## src/rtl/core/sha1md_pkg.sv

```systemverilog
//------------------------------------------------------------------------------
// SHA-1 message digest package
// Word types, round constants, initial chaining values and length limit.
//------------------------------------------------------------------------------
`default_nettype none

package sha1md_pkg;

	localparam int LENGTH_FIELD_BITS = 64;

	localparam logic [63:0] COUNT_LIMIT = (LENGTH_FIELD_BITS >= 64) ? {64{1'b1}} :
		((64'd1 << LENGTH_FIELD_BITS) - 64'd1);

	localparam logic [31:0] K_R0 = 32'h5A827999;
	localparam logic [31:0] K_R1 = 32'h6ED9EBA1;
	localparam logic [31:0] K_R2 = 32'h8F1BBCDC;
	localparam logic [31:0] K_R3 = 32'hCA62C1D6;

	localparam logic [31:0] H_INIT0 = 32'h67452301;
	localparam logic [31:0] H_INIT1 = 32'hEFCDAB89;
	localparam logic [31:0] H_INIT2 = 32'h98BADCFE;
	localparam logic [31:0] H_INIT3 = 32'h10325476;
	localparam logic [31:0] H_INIT4 = 32'hC3D2E1F0;

	localparam logic [7:0] PAD_MARK = 8'h80;

	typedef struct packed {
		logic [7:0] data_byte;
		logic       byte_present;
		logic       end_of_message;
	} msg_t;

	typedef struct packed {
		logic [31:0] digest_word;
		logic [2:0]  word_number;
		logic        last_word;
	} dig_t;

endpackage

`default_nettype wire

```

## src/rtl/core/sha1_message_digest_top.sv

```systemverilog
//------------------------------------------------------------------------------
// SHA-1 message digest core
// Packs message bytes into a 512-bit block, runs the 80-round compression
// one round per cycle, pads on end of message and emits five digest words.
//------------------------------------------------------------------------------
//  channel  | signals                  | moves
//  msg      | msg_valid, msg_ready     | one message byte and/or end marker
//  dig      | dig_valid, dig_ready     | one digest word, H0 first
//
//  A byte word is written into the block as it is accepted. A full block adds
//  the 80 rounds and the chaining add on the single round adder. An end marker
//  adds one padding byte a cycle (9 to 72 bytes) plus one or two compressions,
//  then five digest words. msg_ready is low while padding, compressing, adding
//  or emitting. After the fifth digest word all control and chaining state returns to its reset values.
//------------------------------------------------------------------------------
`default_nettype none

module sha1_message_digest_top (
	input  wire logic              clk,
	input  wire logic              arst_n,
	input  wire logic              msg_valid,
	output logic                   msg_ready,
	input  wire sha1md_pkg::msg_t  msg,
	output logic                   dig_valid,
	input  wire logic              dig_ready,
	output sha1md_pkg::dig_t       dig
);

	typedef enum logic [4:0] {
		ST_IDLE = 5'b00001,
		ST_PAD  = 5'b00010,
		ST_COMP = 5'b00100,
		ST_HADD = 5'b01000,
		ST_OUT  = 5'b10000
	} state_t;

	state_t            state_q;
	logic [5:0]        idx_q;
	logic [6:0]        round_q;
	logic [63:0]       count_q;
	logic              end_q;
	logic              done_q;
	logic              first_q;
	logic              len_q;
	logic [2:0]        wcnt_q;
	logic [31:0]       hash_q [5];

	logic [15:0][31:0] win_q;
	logic [31:0]       a_q, b_q, c_q, d_q, e_q;

	logic              msg_acc;
	logic              put_en;
	logic [7:0]        put_byte;
	logic [7:0]        len_byte;
	logic              block_full;
	logic [31:0]       rnd_f;
	logic [31:0]       rnd_k;
	logic [31:0]       rnd_t;
	logic [31:0]       sched_x;

	assign msg_ready = (state_q == ST_IDLE);
	assign msg_acc   = msg_valid && msg_ready;

	assign len_byte   = 8'(count_q >> {~idx_q[2:0], 3'b000});
	assign put_en     = (msg_acc && msg.byte_present) || (state_q == ST_PAD);
	assign block_full = put_en && (idx_q == 6'd63);

	always_comb begin
		if (state_q == ST_IDLE) begin
			put_byte = msg.data_byte;
		end else if (first_q) begin
			put_byte = sha1md_pkg::PAD_MARK;
		end else if (len_q || (idx_q == 6'd56)) begin
			put_byte = len_byte;
		end else begin
			put_byte = 8'h00;
		end
	end

	always_comb begin
		if (round_q < 7'd20) begin
			rnd_f = (b_q & c_q) | (~b_q & d_q);
			rnd_k = sha1md_pkg::K_R0;
		end else if (round_q < 7'd40) begin
			rnd_f = b_q ^ c_q ^ d_q;
			rnd_k = sha1md_pkg::K_R1;
		end else if (round_q < 7'd60) begin
			rnd_f = (b_q & c_q) | (b_q & d_q) | (c_q & d_q);
			rnd_k = sha1md_pkg::K_R2;
		end else begin
			rnd_f = b_q ^ c_q ^ d_q;
			rnd_k = sha1md_pkg::K_R3;
		end
	end

	assign rnd_t   = {a_q[26:0], a_q[31:27]} + rnd_f + e_q + win_q[15] + rnd_k;
	assign sched_x = win_q[2] ^ win_q[7] ^ win_q[13] ^ win_q[15];

	assign dig_valid = (state_q == ST_OUT);
	assign dig       = '{digest_word: hash_q[wcnt_q], word_number: wcnt_q,
		last_word: (wcnt_q == 3'd4)};

	// control and chaining state
	always_ff @(posedge clk or negedge arst_n) begin
		if (!arst_n) begin
			state_q   <= ST_IDLE;
			idx_q     <= '0;
			round_q   <= '0;
			count_q   <= '0;
			end_q     <= 1'b0;
			done_q    <= 1'b0;
			first_q   <= 1'b0;
			len_q     <= 1'b0;
			wcnt_q    <= '0;
			hash_q[0] <= sha1md_pkg::H_INIT0;
			hash_q[1] <= sha1md_pkg::H_INIT1;
			hash_q[2] <= sha1md_pkg::H_INIT2;
			hash_q[3] <= sha1md_pkg::H_INIT3;
			hash_q[4] <= sha1md_pkg::H_INIT4;
		end else begin
			if (put_en) begin
				idx_q <= idx_q + 6'd1;
			end
			unique case (state_q)
				ST_IDLE: begin
					if (msg_acc) begin
						if (msg.byte_present) begin
							if (count_q > sha1md_pkg::COUNT_LIMIT - 64'd8) begin
								count_q <= sha1md_pkg::COUNT_LIMIT;
							end else begin
								count_q <= count_q + 64'd8;
							end
						end
						if (msg.end_of_message) begin
							end_q   <= 1'b1;
							first_q <= 1'b1;
						end
						if (block_full) begin
							round_q <= '0;
							state_q <= ST_COMP;
						end else if (msg.end_of_message) begin
							state_q <= ST_PAD;
						end
					end
				end
				ST_PAD: begin
					first_q <= 1'b0;
					if (!first_q && (idx_q == 6'd56)) begin
						len_q <= 1'b1;
					end
					if (block_full) begin
						done_q  <= len_q;
						round_q <= '0;
						state_q <= ST_COMP;
					end
				end
				ST_COMP: begin
					round_q <= round_q + 7'd1;
					if (round_q == 7'd79) begin
						state_q <= ST_HADD;
					end
				end
				ST_HADD: begin
					hash_q[0] <= hash_q[0] + a_q;
					hash_q[1] <= hash_q[1] + b_q;
					hash_q[2] <= hash_q[2] + c_q;
					hash_q[3] <= hash_q[3] + d_q;
					hash_q[4] <= hash_q[4] + e_q;
					if (done_q) begin
						wcnt_q  <= '0;
						state_q <= ST_OUT;
					end else if (end_q) begin
						state_q <= ST_PAD;
					end else begin
						state_q <= ST_IDLE;
					end
				end
				ST_OUT: begin
					if (dig_ready) begin
						if (wcnt_q == 3'd4) begin
							// drop back to reset state for the next message
							state_q   <= ST_IDLE;
							idx_q     <= '0;
							round_q   <= '0;
							count_q   <= '0;
							end_q     <= 1'b0;
							done_q    <= 1'b0;
							first_q   <= 1'b0;
							len_q     <= 1'b0;
							wcnt_q    <= '0;
							hash_q[0] <= sha1md_pkg::H_INIT0;
							hash_q[1] <= sha1md_pkg::H_INIT1;
							hash_q[2] <= sha1md_pkg::H_INIT2;
							hash_q[3] <= sha1md_pkg::H_INIT3;
							hash_q[4] <= sha1md_pkg::H_INIT4;
						end else begin
							wcnt_q <= wcnt_q + 3'd1;
						end
					end
				end
				default: begin
					state_q <= ST_IDLE;
				end
			endcase
		end
	end

	// block window and working variables
	always_ff @(posedge clk) begin
		if (put_en) begin
			win_q <= {win_q[15][23:0], win_q[14:0], put_byte};
		end else if (state_q == ST_COMP) begin
			win_q <= {win_q[14:0], {sched_x[30:0], sched_x[31]}};
		end
		if (block_full) begin
			a_q <= hash_q[0];
			b_q <= hash_q[1];
			c_q <= hash_q[2];
			d_q <= hash_q[3];
			e_q <= hash_q[4];
		end else if (state_q == ST_COMP) begin
			a_q <= rnd_t;
			b_q <= a_q;
			c_q <= {b_q[1:0], b_q[31:2]};
			d_q <= c_q;
			e_q <= d_q;
		end
	end

endmodule

`default_nettype wire

```

## config.mk

```make
export PLATFORM = sky130hd
export DESIGN_NAME = sha1_message_digest_top
export DESIGN_NICKNAME = d
export VERILOG_FILES = /design/src/rtl/core/sha1md_pkg.sv /design/src/rtl/core/sha1_message_digest_top.sv
export SDC_FILE = /design/constraint.sdc
export NUM_CORES = 2
export LEC_CHECK = 0
export BUFFER_PORTS_ARGS = -buffer_cell sky130_fd_sc_hd__buf_2
export CELL_PAD_IN_SITES_DETAIL_PLACEMENT = 1
export CELL_PAD_IN_SITES_GLOBAL_PLACEMENT = 2
export CORE_ASPECT_RATIO = 0.7
export CORE_MARGIN = 2
export CORE_UTILIZATION = 45
export CTS_BUF_LIST = sky130_fd_sc_hd__clkbuf_4 sky130_fd_sc_hd__clkbuf_8 sky130_fd_sc_hd__clkbuf_16
export CTS_CLUSTER_SIZE = 25
export DETAILED_ROUTE_END_ITERATION = 10
export GPL_ROUTABILITY_DRIVEN = 0
export PLACE_DENSITY = 0.94
export RECOVER_POWER = 50
export SLEW_MARGIN = 40
export SYNTH_ARGS = -nofsm -noshare
export SYNTH_HDL_FRONTEND = slang
export SYNTH_SLANG_ARGS = --single-unit
```

## constraint.sdc

```tcl
create_clock -name clk -period 44.1 [get_ports clk]
set_clock_uncertainty 0.1 [all_clocks]
set_input_delay 2.205 -clock clk [delete_from_list [all_inputs] [get_ports clk]]
set_output_delay 2.205 -clock clk [all_outputs]
set_load 0.01 [all_outputs]
```

==> reports/results.ini <==
[outcome]
status = finished with violations
violations = max-capacitance violations, max-slew violations

[synthesis]
synthCells = 5806
synth-seq-cells = 919
synth_top_area_share = 0.3699
synth.distinct_cells = 91
yosysWarningCount = 0
yosysSeqAreaShare = 0.4851
ys_async_sr_fraction = 0.2688
syn-num-nets = 6144
avgSynthCellArea_um2 = 9.395
synth_area_leaders = edfxtp_1, nand2_1, dfrtp_1
yosysMostFrequentCell = nand2_1
synth_top_area_cell = edfxtp_1
synth_edf_count = 672
synth_common_cells = nand2_1, edfxtp_1, o21ai_0
synthFlopType = edfxtp_1
synth_area_um2 = 54550

[route]
detail_route.first_pass.iterations = 6
vias_per_cell = 5.902
routedWlPerCell_um = 23.69
vias = 43980
routed_wirelength_um = 176500
drc = 0
antenna_left = 0
dr.first_iter.drc_count = 4827

[worst_hold_path]
hold_path_depth = 2
hold_end = win_q[204]
hp-class = flop to flop
hp-start = win_q[172]

[power]
p_total_mw = 3.522
cellPowerDensity_nw_per_um2 = 59.22
leakagePower_nw = 25.08
peakVddDrop_v = 0.00003964

[clocking]
clockRootBuffer = clkbuf_16
htreeDepth = 3
cts.repair.resized = 0
numCtsBuffers = 95
clock_sinks = 919
cts_tree = yes
cts_setup_buffers = 0
cts_buffer_depth = 3
clk_pin_slew_ns = 0.07
clkLatencyLatePin_ns = 0.72
cts_hold_buf = 0

[timing]
slew_headroom = -1.859
slew_viol_final = 1435
min_period_ns = 11.95
timing.final.crit_share = 0.2710
finalHoldViolations = 0
tightest_slew_ns = 4.289
fmax_mhz = 83.68
rsz0062_at_grt = false
setup_tns_ns = 0
setup_slack_ns = 32.15
final-setup-viol-count = 0

[setup_path]
arrival_ns = 12.18
rrSetupSlack_ns = 32.67
crit_fanout = 83
end_kind = flop
crit_start = msg_valid
crit_type = primary input to flop
crit-reg2reg-launch = state_q[3]
cp-start-kind = primary input
r2r-end = win_q[490]
cp.required_ns = 44.33
r2r_cells = 10

[grt]
grt_use_total = 0.2837
antenna_found_initial = 5
overflow = 0
grt_first_pass_wirelength_um = 271100
grt_max_degree = 211
grt_pass1_vias = 44500

[floorplanning]
die_area_um2 = 124100
pin_count = 52
start_util = 0.4555
die_x_um = 420.1
core-area_um2 = 119800
num_rows = 106
die_h_um = 295.3

[cells_and_area]
nNetsFinal = 6087
final_cells = 7451
area_growth_pct = 9.028
fin_area_um2 = 59470
drive_above_1_share = 0.07547

[flow_run]
maxCapViolCount = 23

[placed_design]
port_buffers = 51
dpl.cell_count = 7269
placed_cell_area_um2 = 56540
hpwl_um = 122200
dp_slack_ns = 36.94

-- layout by cell type, fill, tap and decap left out, types with 80 or more instances in the layout --
cell type     n
edfxtp_1    672
inv_1       274
clkbuf_16    98
o21ai_0     363
dfstp_2      80
nand3_1     107
nand2_1    1981
xor2_1       80
nor2_1      239
fa_1        125
a21oi_1     289
ha_1        199
dfrtp_1     163
a21o_1       92
xnor2_1     170
-- sequential cells by signal, indices dropped and copies added, names as in the netlist --
register  cells
a_q          32
c_q          32
b_q          32
d_q          32
win_q       512
round_q       7
len_q         1
state_q       5
hash_q      160
first_q       1
end_q         1
done_q        1
e_q          32
count_q      62
wcnt_q        3
idx_q         6
-- stage by stage --
stage	hold slack (ns)	utilization
global route	0.4429	0.4966
detailed placement	0.4209	0.4721
floorplan	0.3637	-
finish	0.4294	0.4966
CTS	0.4316	0.4987
global placement	0.3901	0.4699
-- layout make-up --
cell class                      instances  area (um2)
Tap cell                             1620        2027
Multi-Input combinational cell       4341       25990
Timing Repair Buffer                  116       764.5
Sequential cell                       919       26470
Clock buffer                          145        2861
Fill cell                           13510       60290
Inverter                              276        1036
Antenna cell                            1       2.502
Clock inverter                         33       321.6
-- cell families (layout without fill, tap and decap cells) --
logic type / Yosys count / after routing / synth area share
other: 0 / 1 / 0
flip-flops: 919 / 919 / 0.4851
multiplexers: 96 / 96 / 0.02902
AO/OA/AOI/OAI: 1082 / 1082 / 0.1229
adder cells (fa/ha/maj): 324 / 324 / 0.09152
XOR/XNOR: 250 / 250 / 0.04014
buffers and inverters: 546 / 570 / 0.03886
AND/OR/NAND/NOR: 2589 / 2589 / 0.1924
-- critical path, cell delays in order --
cell,delay [ns]
clkbuf_1,0.28
nand3_1,0.30
nand3_1,0.93
clkbuf_1,3.01
clkbuf_1,3.02
buf_6,0.79
buf_6,0.70
buf_6,0.66
-- per-layer routing --
layer / global-route usage / share of wire / routed length, um / vias to the layer above
met1: 0.4354 / 0.47 / 82760 / 22430
li1: - / - / - / 19840
met5: 0 / 0.000057 / 10 / -
met4: 0.05647 / 0.019 / 3353 / 2
met3: 0.06099 / 0.087 / 15350 / 228
met2: 0.4116 / 0.43 / 75020 / 1485
-- power breakdown --
| group | internal, mW | switching (mW) | total (mW) | leakage (nW) |
|---|---|---|---|---|
| Clock | 0.474 | 0.372 | 0.846 | 1.61 |
| Combinational | 0.423 | 0.756 | 1.18 | 14.5 |
| Sequential | 1.33 | 0.171 | 1.50 | 8.95 |
| Total | 2.22 | 1.30 | 3.52 | 25.1 |
-- worst max-delay path by stage --
stage	to	slack, ns	cells after the start
6_report	win_q[490]	32.15	8
5_1_grt	win_q[424]	31.34	8
4_1_cts	a_q[31]	37.09	22
3_5_place_dp	win_q[456]	36.94	8
3_3_place_gp	win_q[464]	35.20	8
2_1_floorplan	win_q[0]	25.45	2
Note: power is estimated with default switching activity, not from simulation.
